--- config.mk ---
export PLATFORM = sky130hd
export DESIGN_NAME = flame_alarm_qualifier
export DESIGN_NICKNAME = d
export VERILOG_FILES = /design/src/rtl/faq_pkg.sv /design/src/rtl/faq_avg5.sv /design/src/rtl/faq_chan.sv /design/src/rtl/flame_alarm_qualifier.sv
export SDC_FILE = /design/constraint.sdc
export NUM_CORES = 1
export LEC_CHECK = 0
export BUFFER_PORTS_ARGS = -buffer_cell sky130_fd_sc_hd__buf_2
export CAP_MARGIN = 30
export CORE_UTILIZATION = 56
export DETAILED_ROUTE_END_ITERATION = 10
export PLACE_DENSITY = 0.79
export SLEW_MARGIN = 15
export SYNTH_ARGS = -nofsm -noshare
export SYNTH_HDL_FRONTEND = slang
export SYNTH_SLANG_ARGS = --single-unit
--- constraint.sdc ---
create_clock -name i_clk -period 10.7 [get_ports i_clk]
set_input_delay 0.535 -clock i_clk [delete_from_list [all_inputs] [get_ports i_clk]]
set_output_delay 0.535 -clock i_clk [all_outputs]
set_load 0.005 [all_outputs]
--- src/rtl/faq_pkg.sv ---
// Shared types and constants for the flame alarm qualifier.
// Holds the input and result word structs, register indexes and reset values.
`timescale 1ns / 1ps
`default_nettype none

package faq_pkg;

    localparam int SAMPLE_W = 12;

    typedef struct packed {
        logic [SAMPLE_W-1:0] ch1_sample0;
        logic [SAMPLE_W-1:0] ch1_sample1;
        logic [SAMPLE_W-1:0] ch1_sample2;
        logic [SAMPLE_W-1:0] ch1_sample3;
        logic [SAMPLE_W-1:0] ch1_sample4;
        logic [SAMPLE_W-1:0] ch2_sample0;
        logic [SAMPLE_W-1:0] ch2_sample1;
        logic [SAMPLE_W-1:0] ch2_sample2;
        logic [SAMPLE_W-1:0] ch2_sample3;
        logic [SAMPLE_W-1:0] ch2_sample4;
    } t_in_word;

    typedef struct packed {
        logic                flame_alarm;
        logic                ch1_fault;
        logic                ch2_fault;
        logic [SAMPLE_W-1:0] ch1_average;
        logic [SAMPLE_W-1:0] ch2_average;
    } t_out_word;

    // Per-channel qualifier controls for one tick
    typedef struct packed {
        logic hit;    // average at or above the limit on a healthy channel
        logic hold;   // masked: freeze count and flag
        logic clear;  // channel disabled: drop count and flag
    } t_chan_ctrl;

    // Configuration register indexes
    localparam logic [1:0] CFG_FLAME_LIMIT  = 2'd0;
    localparam logic [1:0] CFG_SHORT_LEVEL  = 2'd1;
    localparam logic [1:0] CFG_FLAME_MASK   = 2'd2;
    localparam logic [1:0] CFG_CH2_ENABLE   = 2'd3;

    localparam logic [SAMPLE_W-1:0] FLAME_LIMIT_RST = 12'd2048;
    localparam logic [SAMPLE_W-1:0] SHORT_LEVEL_RST = 12'd3850;

    // floor(x/5) for x < 20480 as (x * 52429) >> 18
    localparam int             SUM_W      = 15;
    localparam logic [15:0]    AVG_RECIP  = 16'd52429;
    localparam int             AVG_SHIFT  = 18;
    localparam int             PROD_W     = 31;

endpackage

`default_nettype wire

--- src/rtl/faq_avg5.sv ---
// Floor average of five 12-bit samples: adder tree and reciprocal multiply.
// Depends on faq_pkg for widths and the reciprocal constant.
`timescale 1ns / 1ps
`default_nettype none

module faq_avg5 (
    input  wire logic [faq_pkg::SAMPLE_W-1:0] i_s0,
    input  wire logic [faq_pkg::SAMPLE_W-1:0] i_s1,
    input  wire logic [faq_pkg::SAMPLE_W-1:0] i_s2,
    input  wire logic [faq_pkg::SAMPLE_W-1:0] i_s3,
    input  wire logic [faq_pkg::SAMPLE_W-1:0] i_s4,
    output logic      [faq_pkg::SAMPLE_W-1:0] o_avg
);

    logic [faq_pkg::SUM_W-1:0]  w_sum;
    logic [faq_pkg::PROD_W-1:0] w_prod;

    assign w_sum = faq_pkg::SUM_W'(i_s0) + faq_pkg::SUM_W'(i_s1)
                 + faq_pkg::SUM_W'(i_s2) + faq_pkg::SUM_W'(i_s3)
                 + faq_pkg::SUM_W'(i_s4);

    assign w_prod = faq_pkg::PROD_W'(w_sum) * faq_pkg::PROD_W'(faq_pkg::AVG_RECIP);

    assign o_avg = w_prod[faq_pkg::AVG_SHIFT +: faq_pkg::SAMPLE_W];

endmodule

`default_nettype wire

--- src/rtl/faq_chan.sv ---
// Flame persistence counter and flag for one sensor channel.
// Depends on faq_pkg for the control struct.
`timescale 1ns / 1ps
`default_nettype none

module faq_chan #(
    parameter int PERSIST_TICKS = 20
) (
    input  wire logic                i_clk,
    input  wire logic                i_rst_n,
    input  wire logic                i_advance,
    input  wire faq_pkg::t_chan_ctrl i_ctrl,
    output logic                     o_flag_next
);

    localparam int CW = $clog2(PERSIST_TICKS + 1);
    localparam logic [CW:0] PERSIST_MAX = (CW+1)'(PERSIST_TICKS);

    logic [CW-1:0] r_count;
    logic [CW-1:0] n_count;
    logic          r_flag;
    logic          n_flag;
    logic [CW:0]   w_inc;

    assign w_inc = {1'b0, r_count} + {{CW{1'b0}}, 1'b1};

    always_comb begin
        n_count = r_count;
        n_flag  = r_flag;
        if (i_ctrl.clear) begin
            n_count = '0;
            n_flag  = 1'b0;
        end else if (!i_ctrl.hold) begin
            if (i_ctrl.hit) begin
                if (w_inc >= PERSIST_MAX) begin
                    // saturate and raise the flag
                    n_count = PERSIST_MAX[CW-1:0];
                    n_flag  = 1'b1;
                end else begin
                    n_count = w_inc[CW-1:0];
                end
            end else begin
                n_count = '0;
                n_flag  = 1'b0;
            end
        end
    end

    assign o_flag_next = n_flag;

    always_ff @(posedge i_clk) begin
        if (!i_rst_n) begin
            r_count <= '0;
            r_flag  <= 1'b0;
        end else if (i_advance) begin
            r_count <= n_count;
            r_flag  <= n_flag;
        end
    end

endmodule

`default_nettype wire

--- src/rtl/flame_alarm_qualifier.sv ---
// Flame alarm qualifier: two-channel average, power-up short check, persistence.
// A word accepted into the input register moves on to the result register, where it shows
// as a valid result (input register, then result register); one word per cycle sustained
// while i_out_ready stays high, since both registers then advance every cycle.
// Reset (synchronous, active low) empties both stages, clears counters, flags,
// faults and the power-up tick count, and loads register reset values.
`timescale 1ns / 1ps
`default_nettype none

module flame_alarm_qualifier #(
    parameter int PERSIST_TICKS  = 20,
    parameter int POWERUP_WINDOW = 20
) (
    input  wire logic                           i_clk,
    input  wire logic                           i_rst_n,
    input  wire logic                           i_in_valid,
    output logic                                o_in_ready,
    input  wire faq_pkg::t_in_word              i_in,
    output logic                                o_out_valid,
    input  wire logic                           i_out_ready,
    output faq_pkg::t_out_word                  o_out,
    input  wire logic                           i_cfg_we,
    input  wire logic [1:0]                     i_cfg_index,
    input  wire logic [faq_pkg::SAMPLE_W-1:0]   i_cfg_data
);

    localparam int PW = $clog2(POWERUP_WINDOW + 2);

    // configuration
    logic [faq_pkg::SAMPLE_W-1:0] r_flame_limit;
    logic [faq_pkg::SAMPLE_W-1:0] r_short_level;
    logic                         r_flame_mask;
    logic                         r_ch2_enable;

    always_ff @(posedge i_clk) begin
        if (!i_rst_n) begin
            r_flame_limit <= faq_pkg::FLAME_LIMIT_RST;
            r_short_level <= faq_pkg::SHORT_LEVEL_RST;
            r_flame_mask  <= 1'b0;
            r_ch2_enable  <= 1'b1;
        end else if (i_cfg_we) begin
            unique case (i_cfg_index)
                faq_pkg::CFG_FLAME_LIMIT: r_flame_limit <= i_cfg_data;
                faq_pkg::CFG_SHORT_LEVEL: r_short_level <= i_cfg_data;
                faq_pkg::CFG_FLAME_MASK:  r_flame_mask  <= i_cfg_data[0];
                faq_pkg::CFG_CH2_ENABLE:  r_ch2_enable  <= i_cfg_data[0];
                default: ;
            endcase
        end
    end

    // pipeline control
    logic               r_in_valid;
    faq_pkg::t_in_word  r_in;
    logic               r_out_valid;
    faq_pkg::t_out_word r_out;
    faq_pkg::t_out_word n_out;
    logic               w_adv_out;
    logic               w_step;

    assign w_adv_out  = !r_out_valid || i_out_ready;
    assign o_in_ready = !r_in_valid || w_adv_out;
    assign w_step     = r_in_valid && w_adv_out;

    always_ff @(posedge i_clk) begin
        if (!i_rst_n) begin
            r_in_valid  <= 1'b0;
            r_out_valid <= 1'b0;
        end else begin
            if (o_in_ready) begin
                r_in_valid <= i_in_valid;
            end
            if (w_adv_out) begin
                r_out_valid <= r_in_valid;
            end
        end
    end

    always_ff @(posedge i_clk) begin
        if (i_in_valid && o_in_ready) begin
            r_in <= i_in;
        end
        if (w_step) begin
            r_out <= n_out;
        end
    end

    // averages
    logic [faq_pkg::SAMPLE_W-1:0] w_avg1;
    logic [faq_pkg::SAMPLE_W-1:0] w_avg2;

    faq_avg5 u_avg1 (
        .i_s0  (r_in.ch1_sample0),
        .i_s1  (r_in.ch1_sample1),
        .i_s2  (r_in.ch1_sample2),
        .i_s3  (r_in.ch1_sample3),
        .i_s4  (r_in.ch1_sample4),
        .o_avg (w_avg1)
    );

    faq_avg5 u_avg2 (
        .i_s0  (r_in.ch2_sample0),
        .i_s1  (r_in.ch2_sample1),
        .i_s2  (r_in.ch2_sample2),
        .i_s3  (r_in.ch2_sample3),
        .i_s4  (r_in.ch2_sample4),
        .o_avg (w_avg2)
    );

    // power-up short check
    logic [PW-1:0] r_pu_ticks;
    logic          r_fault_one;
    logic          r_fault_two;
    logic          n_fault_one;
    logic          n_fault_two;
    logic          w_pu_open;

    assign w_pu_open   = r_pu_ticks <= PW'(POWERUP_WINDOW);
    assign n_fault_one = r_fault_one || (w_pu_open && (w_avg1 >= r_short_level));
    assign n_fault_two = r_fault_two
                      || (w_pu_open && r_ch2_enable && (w_avg2 >= r_short_level));

    always_ff @(posedge i_clk) begin
        if (!i_rst_n) begin
            r_pu_ticks  <= '0;
            r_fault_one <= 1'b0;
            r_fault_two <= 1'b0;
        end else if (w_step) begin
            if (w_pu_open) begin
                r_pu_ticks <= r_pu_ticks + PW'(1);
            end
            r_fault_one <= n_fault_one;
            r_fault_two <= n_fault_two;
        end
    end

    // persistence per channel; a fault found this tick already blocks counting
    faq_pkg::t_chan_ctrl w_ctrl1;
    faq_pkg::t_chan_ctrl w_ctrl2;
    logic                w_flag1;
    logic                w_flag2;

    assign w_ctrl1.hit   = (w_avg1 >= r_flame_limit) && !n_fault_one;
    assign w_ctrl1.hold  = r_flame_mask;
    assign w_ctrl1.clear = 1'b0;
    assign w_ctrl2.hit   = (w_avg2 >= r_flame_limit) && !n_fault_two;
    assign w_ctrl2.hold  = r_flame_mask;
    assign w_ctrl2.clear = !r_ch2_enable;

    faq_chan #(.PERSIST_TICKS(PERSIST_TICKS)) u_chan1 (
        .i_clk       (i_clk),
        .i_rst_n     (i_rst_n),
        .i_advance   (w_step),
        .i_ctrl      (w_ctrl1),
        .o_flag_next (w_flag1)
    );

    faq_chan #(.PERSIST_TICKS(PERSIST_TICKS)) u_chan2 (
        .i_clk       (i_clk),
        .i_rst_n     (i_rst_n),
        .i_advance   (w_step),
        .i_ctrl      (w_ctrl2),
        .o_flag_next (w_flag2)
    );

    always_comb begin
        n_out.flame_alarm = !r_flame_mask && (w_flag1 || w_flag2);
        n_out.ch1_fault   = n_fault_one;
        n_out.ch2_fault   = n_fault_two;
        n_out.ch1_average = w_avg1;
        n_out.ch2_average = w_avg2;
    end

    assign o_out_valid = r_out_valid;
    assign o_out       = r_out;

`ifndef SYNTHESIS
    a_fault_sticky: assert property (@(posedge i_clk) disable iff (!i_rst_n)
        r_fault_one |=> r_fault_one)
        else $error("channel one fault cleared without reset");

    a_mask_quiet: assert property (@(posedge i_clk) disable iff (!i_rst_n)
        (w_step && r_flame_mask) |=> !r_out.flame_alarm)
        else $error("alarm raised while masked");

    a_pu_bound: assert property (@(posedge i_clk) disable iff (!i_rst_n)
        r_pu_ticks <= PW'(POWERUP_WINDOW + 1))
        else $error("power-up tick count past window");
`endif

endmodule

`default_nettype wire

==> results.txt <==
The number of top-level pins came out at 168. The footprint of the flip-flops and latches came out at 5360 um^2. The overall global routing resource usage came out at 24.8%. The net count after synthesis came out at 2326. The die covers 33000 um^2.

Of the synthesized area, sequential elements account for 29.6%. The actual transition at the worst max-transition pin is 0.847 ns. The flow ran to the end, but the final reports show violations.

STA classifies the critical path startpoint as a flop. In the post-synthesis netlist, the biggest area contributors are sky130_fd_sc_hd__edfxtp_1 24%, sky130_fd_sc_hd__ha_1 22%, sky130_fd_sc_hd__fa_1 18%. Entering global routing, the biggest net connects 79 pins. For the worst setup path, the data arrival time is 11.42 ns. The count of fill cells added during filler insertion is 2157.

The checks that failed: negative setup slack. The detailed-route DRC error count came out at 0. The worst slew slack as a fraction of its limit came out at 43.5%. After layout, the minimum clock period comes to 11.03 ns.

The number of synthesized flops with an enable pin is 147. In this run the clock root is driven by a sky130_fd_sc_hd__clkbuf_16. The warning count from the yosys run is 0. Clock-pin slew was measured on the worst setup and hold paths at 0.08 ns. The final-report setup violation count is 13. Buffers inserted to repair hold after CTS numbered 0. The H-tree generated during clock tree synthesis spans 4 levels. The count of state elements after synthesis came out at 194. The number of port buffers came out at 167. At the end of routability-driven placement, the weighted congestion stood at 0.880. STA classifies the critical path endpoint as a flop. The combined area of all synthesized cells is 18100 um^2. The initial DRC count came out at 707. The required time at the endpoint of the critical path came out at 11.09 ns.

Dividing the synthesized area by the synthesized cell count gives 10.6 um^2. The number of global-route vias before repair is 13765. In the final layout, the share of cells above drive strength 1 is 26.6%. The number of vias per cell came out at 5.36. The HPWL after detailed placement is 31300 um.

Dividing the detail-routed wire length by the instance count gives 16.6 um. The share of flip-flops with an asynchronous set or reset after synthesis is 0%. The cell count after synthesis came out at 1702. The pre-CTS setup slack came out at -0.649 ns. The highest fanout seen on the critical path is 5. The clock buffer count from CTS is 17. The final layout net count is 2677.

The detailed-route via count is 13250. The final count of pins violating max slew was 0. The biggest area contributor in the post-synthesis netlist is sky130_fd_sc_hd__edfxtp_1. The most numerous cell type found on the critical path is sky130_fd_sc_hd__buf_4. For the final database, setup skew stands at 0.0159 ns. The area occupied by multi-input gates is 12100 um^2. For the worst-skew pair, the clock arrives at the later sink with an insertion delay of 0.47 ns. The first-pass GRT wire length came out at 64200 um. The most numerous cell in the Yosys netlist is sky130_fd_sc_hd__inv_1. The first-pass iteration count of the detailed router is 7.

The final worst-path cycle share is 103%. The slowest stage of the critical path belongs to the cell sky130_fd_sc_hd__fa_1. For this run, the leading register cell type out of synthesis is sky130_fd_sc_hd__edfxtp_1. Global routing finished with a remaining overflow of 0. In the synthesized netlist, the cells that appear most often are 375 x sky130_fd_sc_hd__inv_1, 318 x sky130_fd_sc_hd__ha_1, 167 x sky130_fd_sc_hd__fa_1. The final worst slack is -0.330 ns. The layout overhead on the synthesized area is 23.0%. The region available for standard cell placement spans 31600 um^2. By startpoint and endpoint, the worst setup path is classified as flop to flop. The total routed wirelength came out at 40900 um. The initial utilization of the core area, before any placement, comes to 57.1%.

In this run the horizontal extent of the chip is 182 um. Setup repair after global routing could not meet its margin everywhere. TritonCTS built the clock tree.

The number of nets with antenna violations after routing came out at 0. The largest stage delay on the critical path is 0.57 ns. Static timing analysis puts the maximum clock frequency at 0.0907 GHz.

CTS saw 194 sinks. The number of max-cap violations came out at 0. The count of endpoints failing hold in the final timing report is 0. The count of distinct cell types in the synthesized netlist is 69. The min-delay analysis places its worst path in the category primary input to flop. The cell row count is 65. The portion of synthesized cell area occupied by the leading cell type is 24.4%. The die is 182 um tall. The number of antenna violations at the first check in global routing is 2. The buffer levels on the longest clock path is 2. The utilization after layout is 70.3%.
worst max-delay path, delay by kind of cell (launching register included):
family                   cells  cell delay [ns]
AND/OR/NAND/NOR             10             1.59
buffers and inverters       18             1.60
XOR/XNOR                     1             0.17
flip-flops                   1             0.39
adder cells (fa/ha/maj)     13             4.75
AO/OA/AOI/OAI               13             2.45
final cells by class:
class / instances / area share, %
inverter: 375 / 6.33
timing repair buffer: 346 / 10.2
antenna: 2 / 0.0225
multi-input combinational: 1119 / 54.6
sequential: 194 / 24.1
tap: 402 / 2.26
clock buffer: 18 / 1.93
clock inverter: 14 / 0.636
what timing repair did:
action / in CTS / in global routing
pin swaps: 105 / 77
resized for setup: 127 / 73
setup endpoints to repair: 17 / 17
buffers inserted: 23 / 21
sequential cells by signal, indices dropped and copies added (netlist names), 5 cells and up:
register and count:
r_in 120, r_short_level 12, o_out 27, r_flame_limit 12
u_chan1.r_count 5, r_pu_ticks 5, u_chan2.r_count 5
layer usage:
metal  track usage (%)  routed length, um  vias up
met5                 0                  0        -
met4              8.85               1030        0
met3              3.79               1470       80
met2              46.9              22200      319
met1              28.1              16200     6445
li1                  -                  -     6406
worst paths after layout:
check        slack (ns)                               to  depth (start not counted)                      startpoint
max               -0.33  u_chan1.r_count[2]$_SDFFE_PN0P_                         55             r_in[108]$_DFFE_PP_
min                0.24              r_in[101]$_DFFE_PP_                          1                       i_in[101]
max reg2reg       -0.33  u_chan1.r_count[2]$_SDFFE_PN0P_                         55             r_in[108]$_DFFE_PP_
min reg2reg        0.47   r_flame_limit[10]$_SDFFE_PN0P_                          2  r_flame_limit[10]$_SDFFE_PN0P_
metrics by stage:
| stage | area, um^2 | cells | hold slack (ns) | TNS, ns |
|---|---|---|---|---|
| after global routing | 22200 | 2470 | 0.213 | -8.33 |
| final | 22200 | 2470 | 0.238 | -2.08 |
| after CTS | 21700 | 2447 | 0.217 | -0.0127 |
| after floorplan | 18100 | 1702 | 0.443 | 0 |
| after global placement | 20400 | 2393 | 0.453 | -2.49 |
| after detailed placement | 20400 | 2394 | 0.462 | -7.17 |
cell usage in the layout (no fill, tap or decap), types with 17 or more instances in the layout:
master and instances:
sky130_fd_sc_hd__ha_1 294, sky130_fd_sc_hd__o21ai_0 22, sky130_fd_sc_hd__nor2_1 42, sky130_fd_sc_hd__inv_1 353
sky130_fd_sc_hd__dfxtp_1 47, sky130_fd_sc_hd__inv_2 22, sky130_fd_sc_hd__xnor2_1 48, sky130_fd_sc_hd__nand3_1 20
sky130_fd_sc_hd__nand2_1 96, sky130_fd_sc_hd__nor3_1 20, sky130_fd_sc_hd__buf_2 167, sky130_fd_sc_hd__a21oi_1 39
sky130_fd_sc_hd__fa_1 157, sky130_fd_sc_hd__buf_4 163, sky130_fd_sc_hd__edfxtp_1 147, sky130_fd_sc_hd__a21o_1 30
sky130_fd_sc_hd__a21boi_0 18, sky130_fd_sc_hd__nor2b_1 17, sky130_fd_sc_hd__clkbuf_16 17, sky130_fd_sc_hd__a21oi_2 17
kinds of logic (layout without fill, tap and decap cells):
logic type,count (synthesis),count (layout),synth area share [%]
AND/OR/NAND/NOR,304,304,8.26
multiplexers,3,3,0.166
adder cells (fa/ha/maj),485,485,40.5
buffers and inverters,389,753,8.12
other,0,2,0
XOR/XNOR,77,77,3.73
AO/OA/AOI/OAI,250,250,9.58
flip-flops,194,194,29.6
Power is left out: the tool's default activity adds up to more than one toggle a clock period on the data nets, which glitch-free logic cannot reach.
